`config.mk`:
```
export PLATFORM = sky130hd
export DESIGN_NAME = pmx_crossover_engine
export DESIGN_NICKNAME = d
export VERILOG_FILES = /design/src/rtl/pmx_pkg.sv /design/src/rtl/pmx_crossover_engine.sv
export SDC_FILE = /design/constraint.sdc
export NUM_CORES = 2
export LEC_CHECK = 0
export CAP_MARGIN = 20
export CORE_MARGIN = 2
export CORE_UTILIZATION = 47
export DETAILED_ROUTE_END_ITERATION = 7
export DONT_BUFFER_PORTS = 1
export PLACE_DENSITY = 0.61
export SLEW_MARGIN = 15
export SYNTH_ARGS = -nofsm -noshare
export SYNTH_HDL_FRONTEND = slang
export SYNTH_SLANG_ARGS = --single-unit
```
`constraint.sdc`:
```
create_clock -name clk -period 4.6 [get_ports clk]
set_input_delay 0.69 -clock clk [delete_from_list [all_inputs] [get_ports clk]]
set_output_delay 0.69 -clock clk [all_outputs]
set_load 0.05 [all_outputs]
```
`src/rtl/pmx_pkg.sv`:
```
// pmx_pkg: command and result beat types and the fixed field widths of the
// partially mapped crossover engine. No dependencies.
`timescale 1ns / 1ps

package pmx_pkg;

	localparam int CITY_W = 6;
	localparam int CNT_W  = 7;

	localparam logic [CNT_W-1:0] CNT_RESET = 7'd64;

	localparam logic ACT_LOAD = 1'b0;
	localparam logic ACT_RUN  = 1'b1;

	typedef struct packed {
		logic              action;
		logic [CITY_W-1:0] position;
		logic [CITY_W-1:0] gene_one;
		logic [CITY_W-1:0] gene_two;
		logic [CITY_W-1:0] cut_first;
		logic [CITY_W-1:0] cut_second;
	} cmd_t;

	typedef struct packed {
		logic [CITY_W-1:0] out_position;
		logic [CITY_W-1:0] child_one_gene;
		logic [CITY_W-1:0] child_two_gene;
		logic              last;
		logic              error;
	} res_t;

endpackage

```
`src/rtl/pmx_crossover_engine.sv`:
```
// pmx_crossover_engine: PMX crossover of two parent tours held in block memories.
// Depends on pmx_pkg (cmd_t, res_t, widths, action codes).
//
//  channel   direction  handshake                    beat
//  command   in         start & !busy                cmd_t: load a gene pair or run
//  result    out        strobe, one cycle, no stall  res_t: one child position
//  config    in         cfg_valid & cfg_ready        cfg_data: city_count
//
// A load never makes the block busy; loads may follow each other every cycle.
// A run reads both parent stores per position, and each gene outside the segment
// walks its mapping chain: each step reads the where memory and then the store
// memories, once per child; the emit of all n positions follows.
// A failed run gives its single error result in the cycle after the failure is found.
// Memories have no reset and are undefined until loaded; arst_n clears control only.
// The receiver cannot stall results; busy stays high until the last one is shown.
`timescale 1ns / 1ps

module pmx_crossover_engine
	import pmx_pkg::*;
#(
	parameter int MAX_CITIES = 64
) (
	input  logic             clk,
	input  logic             arst_n,
	input  logic             start,
	output logic             busy,
	input  cmd_t             cmd,
	output logic             strobe,
	output res_t             res,
	input  logic             cfg_valid,
	output logic             cfg_ready,
	input  logic [CNT_W-1:0] cfg_data
);

	localparam int AW = $clog2(MAX_CITIES);
	localparam int WHERE_DEPTH = 1 << CITY_W;
	localparam logic [CNT_W-1:0] MAX_N = CNT_W'(MAX_CITIES);

	typedef enum logic [5:0] {
		S_IDLE    = 6'b000001,
		S_RD_POS  = 6'b000010,
		S_GOT_POS = 6'b000100,
		S_WHERE   = 6'b001000,
		S_STORE   = 6'b010000,
		S_EMIT    = 6'b100000
	} state_t;

	// memories
	logic [CITY_W-1:0] st1_mem [MAX_CITIES];
	logic [CITY_W-1:0] st2_mem [MAX_CITIES];
	logic [CITY_W-1:0] wh1_mem [WHERE_DEPTH];
	logic [CITY_W-1:0] wh2_mem [WHERE_DEPTH];
	logic [CITY_W-1:0] ch1_mem [MAX_CITIES];
	logic [CITY_W-1:0] ch2_mem [MAX_CITIES];

	logic [CITY_W-1:0] st1_rd, st2_rd, wh1_rd, wh2_rd, ch1_rd, ch2_rd;

	// control registers
	state_t            state_q, state_d;
	logic [CNT_W-1:0]  cnt_q;
	logic [CITY_W-1:0] lo_q, hi_q, k_q, v_q, g2_q, c1_q;
	logic [CNT_W-1:0]  steps_q;
	logic              sd_q;
	logic              em_v_s1, em_last_s1, fail_s1;
	logic [CITY_W-1:0] em_pos_s1;

	// combinational controls
	logic [CNT_W-1:0]  n_act;
	logic [CITY_W-1:0] cut_lo, cut_hi;
	logic [CNT_W-1:0]  limit;
	logic              accept, ld_we, k_last, k_in_seg;
	logic [CITY_W-1:0] p_sel, oth_sel, own_sel;
	logic              p_in_seg;
	logic [AW-1:0]     st_raddr;
	logic [CITY_W-1:0] wh_raddr;
	logic              ch_we;
	logic [CITY_W-1:0] ch1_wd, ch2_wd;
	logic              fail_now;

	// next-k and walk bookkeeping, decided in the comb block
	logic              adv_k, restart_b, walk_step;
	logic [CITY_W-1:0] walk_res;

	always_comb begin
		if (cnt_q < 7'd2) begin
			n_act = 7'd2;
		end else if (cnt_q > MAX_N) begin
			n_act = MAX_N;
		end else begin
			n_act = cnt_q;
		end
	end

	assign cut_lo = (cmd.cut_first < cmd.cut_second) ? cmd.cut_first : cmd.cut_second;
	assign cut_hi = (cmd.cut_first < cmd.cut_second) ? cmd.cut_second : cmd.cut_first;
	assign limit  = {1'b0, hi_q} - {1'b0, lo_q} + 7'd1;

	assign busy      = (state_q != S_IDLE) || em_v_s1 || fail_s1;
	assign cfg_ready = !busy;
	assign accept    = start && !busy;
	assign ld_we     = accept && (cmd.action == ACT_LOAD) && ({1'b0, cmd.position} < MAX_N);

	assign k_last   = ({1'b0, k_q} == (n_act - 7'd1));
	assign k_in_seg = (k_q >= lo_q) && (k_q <= hi_q);

	assign p_sel    = sd_q ? wh1_rd : wh2_rd;
	assign p_in_seg = (p_sel >= lo_q) && (p_sel <= hi_q);
	assign oth_sel  = sd_q ? st1_rd : st2_rd;
	assign own_sel  = sd_q ? st2_rd : st1_rd;

	always_comb begin
		state_d   = state_q;
		st_raddr  = k_q[AW-1:0];
		wh_raddr  = own_sel;
		ch_we     = 1'b0;
		ch1_wd    = c1_q;
		ch2_wd    = v_q;
		fail_now  = 1'b0;
		adv_k     = 1'b0;
		restart_b = 1'b0;
		walk_step = 1'b0;
		walk_res  = v_q;
		case (state_q)
			S_IDLE: begin
				if (accept && (cmd.action == ACT_RUN)) begin
					if ({1'b0, cut_hi} >= n_act) begin
						fail_now = 1'b1;
					end else begin
						state_d = S_RD_POS;
					end
				end
			end
			S_RD_POS: begin
				state_d = S_GOT_POS;
			end
			S_GOT_POS: begin
				if (k_in_seg) begin
					ch_we  = 1'b1;
					ch1_wd = st2_rd;
					ch2_wd = st1_rd;
					adv_k  = 1'b1;
				end else begin
					// side one starts from parent one's gene
					wh_raddr = st1_rd;
					state_d  = S_WHERE;
				end
			end
			S_WHERE: begin
				if (p_in_seg) begin
					st_raddr = p_sel[AW-1:0];
					state_d  = S_STORE;
				end else if (!sd_q) begin
					restart_b = 1'b1;
				end else begin
					ch_we = 1'b1;
					adv_k = 1'b1;
				end
			end
			S_STORE: begin
				if (oth_sel != v_q) begin
					if (!sd_q) begin
						restart_b = 1'b1;
					end else begin
						ch_we = 1'b1;
						adv_k = 1'b1;
					end
				end else if (steps_q >= limit) begin
					fail_now = 1'b1;
					state_d  = S_IDLE;
				end else begin
					walk_step = 1'b1;
					state_d   = S_WHERE;
				end
			end
			S_EMIT: begin
				if (k_last) begin
					state_d = S_IDLE;
				end
			end
			default: begin
				state_d = S_IDLE;
			end
		endcase
		if (restart_b) begin
			// side one done; side two starts from parent two's gene
			wh_raddr = g2_q;
			state_d  = S_WHERE;
		end
		if (adv_k) begin
			state_d = k_last ? S_EMIT : S_RD_POS;
		end
	end

	always_ff @(posedge clk or negedge arst_n) begin
		if (!arst_n) begin
			state_q    <= S_IDLE;
			cnt_q      <= CNT_RESET;
			k_q        <= '0;
			em_v_s1    <= 1'b0;
			em_last_s1 <= 1'b0;
			fail_s1    <= 1'b0;
		end else begin
			state_q <= state_d;
			if (cfg_valid && cfg_ready) begin
				cnt_q <= cfg_data;
			end
			if (state_q == S_IDLE) begin
				k_q <= '0;
			end else if (adv_k) begin
				k_q <= k_last ? '0 : k_q + 6'd1;
			end else if (state_q == S_EMIT) begin
				k_q <= k_q + 6'd1;
			end
			em_v_s1    <= (state_q == S_EMIT);
			em_last_s1 <= (state_q == S_EMIT) && k_last;
			fail_s1    <= fail_now;
		end
	end

	// walk payload registers
	always_ff @(posedge clk) begin
		em_pos_s1 <= k_q;
		if (accept && (cmd.action == ACT_RUN)) begin
			lo_q <= cut_lo;
			hi_q <= cut_hi;
		end
		if ((state_q == S_GOT_POS) && !k_in_seg) begin
			g2_q    <= st2_rd;
			v_q     <= st1_rd;
			sd_q    <= 1'b0;
			steps_q <= '0;
		end else if (restart_b) begin
			c1_q    <= walk_res;
			v_q     <= g2_q;
			sd_q    <= 1'b1;
			steps_q <= '0;
		end else if (walk_step) begin
			v_q     <= own_sel;
			steps_q <= steps_q + 7'd1;
		end
	end

	// parent stores: written by loads, read at one address per cycle
	always_ff @(posedge clk) begin
		if (ld_we) begin
			st1_mem[cmd.position[AW-1:0]] <= cmd.gene_one;
		end
		st1_rd <= st1_mem[st_raddr];
	end

	always_ff @(posedge clk) begin
		if (ld_we) begin
			st2_mem[cmd.position[AW-1:0]] <= cmd.gene_two;
		end
		st2_rd <= st2_mem[st_raddr];
	end

	// where memories: position of each city
	always_ff @(posedge clk) begin
		if (ld_we) begin
			wh1_mem[cmd.gene_one] <= cmd.position;
		end
		wh1_rd <= wh1_mem[wh_raddr];
	end

	always_ff @(posedge clk) begin
		if (ld_we) begin
			wh2_mem[cmd.gene_two] <= cmd.position;
		end
		wh2_rd <= wh2_mem[wh_raddr];
	end

	// child buffers: filled during the walk, drained during emit
	always_ff @(posedge clk) begin
		if (ch_we) begin
			ch1_mem[k_q[AW-1:0]] <= ch1_wd;
		end
		ch1_rd <= ch1_mem[k_q[AW-1:0]];
	end

	always_ff @(posedge clk) begin
		if (ch_we) begin
			ch2_mem[k_q[AW-1:0]] <= ch2_wd;
		end
		ch2_rd <= ch2_mem[k_q[AW-1:0]];
	end

	assign strobe = em_v_s1 || fail_s1;

	always_comb begin
		if (fail_s1) begin
			res = '{out_position: '0, child_one_gene: '0, child_two_gene: '0,
				last: 1'b1, error: 1'b1};
		end else begin
			res = '{out_position: em_pos_s1, child_one_gene: ch1_rd,
				child_two_gene: ch2_rd, last: em_last_s1, error: 1'b0};
		end
	end

endmodule

```
==> impl_table.tex <==
\begin{tabular}{lr}
\hline
Metric & Value \\
\hline
\multicolumn{2}{l}{\textbf{Global route}} \\
First-pass GRT wire length & 363500 um \\
Via count of the first global-routing pass & 52805 \\
Initial antenna violation count & 6 \\
Largest net degree at the start of global routing & 129 \\
Sum of overflow across all layers after global routing & 0 \\
GRT Resource Usage Total & 0.2418 \\
\multicolumn{2}{l}{\textbf{STA}} \\
Slew HR & 0.3211 \\
Clock Skew & 0.06564 ns \\
Total setup violations reported at the end of the flow & 0 \\
Number of hold violations in the final report & 0 \\
Setup ws final & between 0.1 and 0.15 ns \\
Final cycle utilization of the critical path & 0.9724 \\
Shortest period the worst path allows & between 4 and 5 ns \\
Maximum clock frequency & about 220 MHz \\
Total count of max-transition violations in the final report & 0 \\
Tightest Pin Transition & 1.016 ns \\
Setup repair after global routing missed its margin & false \\
Fin Setup TNS & 0 ns \\
\multicolumn{2}{l}{\textbf{Synthesis}} \\
Sequential cell area fraction in the yosys report & 0.7646 \\
Total nets after synthesis & $\sim$6000 \\
Syn Std Cell Area & 93690 um\^{}2 \\
Number of unique standard cell types used by synthesis & 75 \\
Synth Instances & 5738 \\
Synth Flop Type & edfxtp\_1 \\
Mean Syn Cell Area & 16.33 um\^{}2 \\
Number of warning messages in the yosys log & 0 \\
Fraction of registers with async set or reset after synthesis & 0.009144 \\
Number of enable-type register cells in the synthesized netlist & 2334 \\
Count of state elements after synthesis & between 2000 and 2500 \\
\multicolumn{2}{l}{\textbf{Die}} \\
Std-Cell Core Area & around 200000 um\^{}2 \\
Row count & 163 \\
Height of the die & 450.5 um \\
Boundary pin count & 65 \\
Effective utilization at floorplan & 0.4741 \\
Horizontal die dimension & around 450 um \\
Total Die Area & 202900 um\^{}2 \\
\multicolumn{2}{l}{\textbf{CTS}} \\
Number of clock sinks seen by CTS & 2406 \\
Number of buffers inserted during clock tree synthesis & 231 \\
Clock latency at the later pin of the worst-skew pair & 0.88 ns \\
Worst-path clk slew & 0.06 ns \\
Clock tree from TritonCTS & built \\
Buffer depth of the longest clock path & 3 \\
CTS Root Buffer Type & clkbuf\_16 \\
H-tree levels & 4 \\
\multicolumn{2}{l}{\textbf{Cells and area}} \\
Final Instance Area & 108400 um\^{}2 \\
Number of nets in the layout & between 6000 and 7000 \\
Layout overhead on the synthesized area & 15.74\% \\
Total of fill cells in the finished design & 15488 \\
Layout cells sized above 1 & 0.1689 \\
\multicolumn{2}{l}{\textbf{Placement}} \\
Pre-CTS setup slack & -0.03077 ns \\
Placer's final routability congestion estimate & 0.8287 \\
Hpwl dp & around 150000 um \\
Cell Area, Placed & around 100000 um\^{}2 \\
Number of port buffers & 0 \\
\multicolumn{2}{l}{\textbf{Worst setup path}} \\
Crit path depth & 17 \\
Crit-path leading delay family & compound AO/OA/AOI/OAI gates \\
Startpoint Class & flip-flop \\
Slowest CP cell & nor2b\_1 \\
Cell repeated most along the worst path & buf\_4 \\
Arrival time at the worst endpoint & just over 5 ns \\
Crit path max fanout & 5 \\
Buffers \& Inverters on Critical Path & 5 \\
Crit path required time & 5.32 ns \\
List of cells traversed by the critical path & buf\_4 > mux2\_2 > buf\_4 > ha\_1 > and3\_1 > a221oi\_1 > buf\_4 > o21a\_1 > buf\_4 > nor3\_1 > a21oi\_1 > o21ai\_0 > buf\_4 > nor2b\_1 > o211ai\_1 > o22a\_1 > o311ai\_1 \\
Crit-path max cell delay & 0.64 ns \\
Crit path kind & reg2reg \\
Category of the worst setup path capture point & flip-flop \\
Worst reg-to-reg path cell count & 17 \\
\multicolumn{2}{l}{\textbf{Power}} \\
Share of power burned in the clock network & 0.383 \\
Power per cell area & 464.5 nW/um\^{}2 \\
Net switching power of the design & $\sim$13 mW \\
Portion of total power attributed to sequential cells & 0.484 \\
Peak VDD IR & 0.3901 mV \\
Combinational cell fraction of total power & 0.133 \\
Leakage & 36.09 nW \\
Internal power & 37.79 mW \\
Net switching fraction of the power & 0.2499 \\
\multicolumn{2}{l}{\textbf{Run}} \\
Number of violations of the max-capacitance limit & 0 \\
\multicolumn{2}{l}{\textbf{Detailed routing}} \\
Iter 0 DRT Violations & 5971 \\
DR vias & 54003 \\
Wire length per cell after detailed routing & roughly 28 um \\
Remaining design rule violation count & 0 \\
Routed WL & 249200 um \\
Routed via count divided by cell count & 6.015 \\
Routed Antenna Nets & 0 \\
Initial DRT Pass Iterations & 8 \\
\multicolumn{2}{l}{\textbf{Min path}} \\
Hold WC Path Type & in2reg \\
Hold path cells & 1 \\
\multicolumn{2}{l}{\textbf{Status}} \\
Outcome & complete, no violations \\
\hline
\end{tabular}
## metrics by stage
step	hold WS (ns)	total power [mW]	util	std cells
after floorplan	0.3930	28.69	-	5738
after global placement	0.3958	30.96	0.5043	8479
after detailed placement	0.3959	31.01	0.5045	8481
after CTS	0.01888	50.43	0.5473	8952
after global routing	0.03078	51.95	0.5487	8974
final	0.08758	50.37	0.5487	8978
## cell usage after synthesis (all sizes together) (12+ instances only)
cell type	n	area [um^2]
nand2	546	2054
a21o	31	232.7
nand3b	13	97.59
nand4	28	175.2
a211oi	14	105.1
nor2	322	1209
xnor2	17	148.9
a31oi	87	559.3
or3	14	92.59
edfxtp	2334	70090
a221o	24	240.2
a21oi	272	1361
a22o	64	560.5
dfxtp	50	1001
nand3	162	810.8
inv	40	150.1
o21ai	40	204.0
nand2b	26	162.7
nor3	53	281.5
a221oi	63	551.8
o22ai	98	613.1
mux2	37	416.7
a32o	16	160.2
and3	23	148.9
ha	56	700.7
clkbuf	193	724.4
nor2b	33	206.5
dfrtp	20	500.5
buf	165	869.6
a2111o	12	135.1
nor4	42	262.8
and2	17	106.4
a22oi	353	2650
a41oi	17	148.9
mux4	120	2703
mux2i	250	2502
## logic make-up after synthesis
family                     share of synthesized area
AOI/OAI and AO/OA                            0.08413
DFF                                           0.7646
and+or+nand+nor                              0.06287
xor gates and xnor gates                    0.002056
muxes                                        0.06000
buffers and inverters                        0.01862
adders and majority gates                   0.007692
## layer usage
layer	up-vias	GRT usage	wire length, um
li1	23573	-	-
met1	27671	0.3300	100700
met2	2300	0.3966	121300
met3	453	0.03834	18630
met4	6	0.08237	8567
met5	-	0	41
## placed cells by master, fill, tap and decap left out, types with 43 or more instances in the layout
| cell type | count |
|---|---|
| a221oi_1 | 63 |
| nor2_1 | 320 |
| edfxtp_1 | 2334 |
| clkinv_1 | 43 |
| a22o_1 | 64 |
| clkbuf_16 | 236 |
| a21oi_1 | 272 |
| mux4_2 | 120 |
| a22oi_1 | 353 |
| clkinv_2 | 57 |
| nor3_1 | 47 |
| buf_12 | 54 |
| nand3_1 | 161 |
| o22ai_1 | 96 |
| a31oi_1 | 86 |
| ha_1 | 56 |
| nand2_1 | 542 |
| buf_4 | 418 |
| mux2i_1 | 245 |
| dfxtp_1 | 48 |
## worst paths after layout
path                       startpoint  slack, ns          to
hold reg to reg            steps_q[6]       0.50  steps_q[6]
setup reg to reg            wh2_rd[5]       0.13   wh1_rd[2]
hold / removal                cmd[10]       0.09     hi_q[4]
min in group asynchronous      arst_n       0.23    cnt_q[5]
setup / recovery            wh2_rd[5]       0.13   wh1_rd[2]
max in group asynchronous      arst_n       4.12  state_q[0]
## power by group through the flow
| stage | clock network (mW) | registers (mW) | logic (mW) |
|---|---|---|---|
| CTS | 19.5 | 24.4 | 6.50 |
| global placement | 0 | 24.9 | 6.10 |
| detailed placement | 0 | 24.9 | 6.16 |
| floorplan | 0 | 24.7 | 4.03 |
| global route | 20.4 | 24.4 | 7.16 |
| finish | 19.3 | 24.4 | 6.68 |
## flip-flops by register name, summed over array words and instances (netlist names), 7 cells and up
signal / cells
steps_q: 7
ch2_mem: 384
cnt_q: 7
st1_mem: 384
wh1_mem: 384
st2_mem: 384
wh2_mem: 384
ch1_mem: 384
## layout make-up
type	instances	area (um^2)	share of cell area
Antenna cell	7	17.52	0.0001615
Inverter	40	162.7	0.001500
Clock buffer	282	6125	0.05648
Sequential cell	2406	71650	0.6607
Timing Repair Buffer	514	5040	0.04647
Tap cell	2640	3303	0.03046
Clock inverter	155	1658	0.01529
Multi-Input combinational cell	2934	20490	0.1890
## repair_timing
| action | 4_1_cts | 5_1_grt |
|---|---|---|
| setup buffers | 0 | 15 |
| cloned | 0 | 3 |
| endpoints found under the hold margin | 1571 | 0 |
| hold buffers | 34 | 0 |
| setup endpoints to repair | 2 | 24 |
| gates resized for setup | 2 | 19 |
| pin swaps | 0 | 2 |
Power figures use the tool's default switching activity.
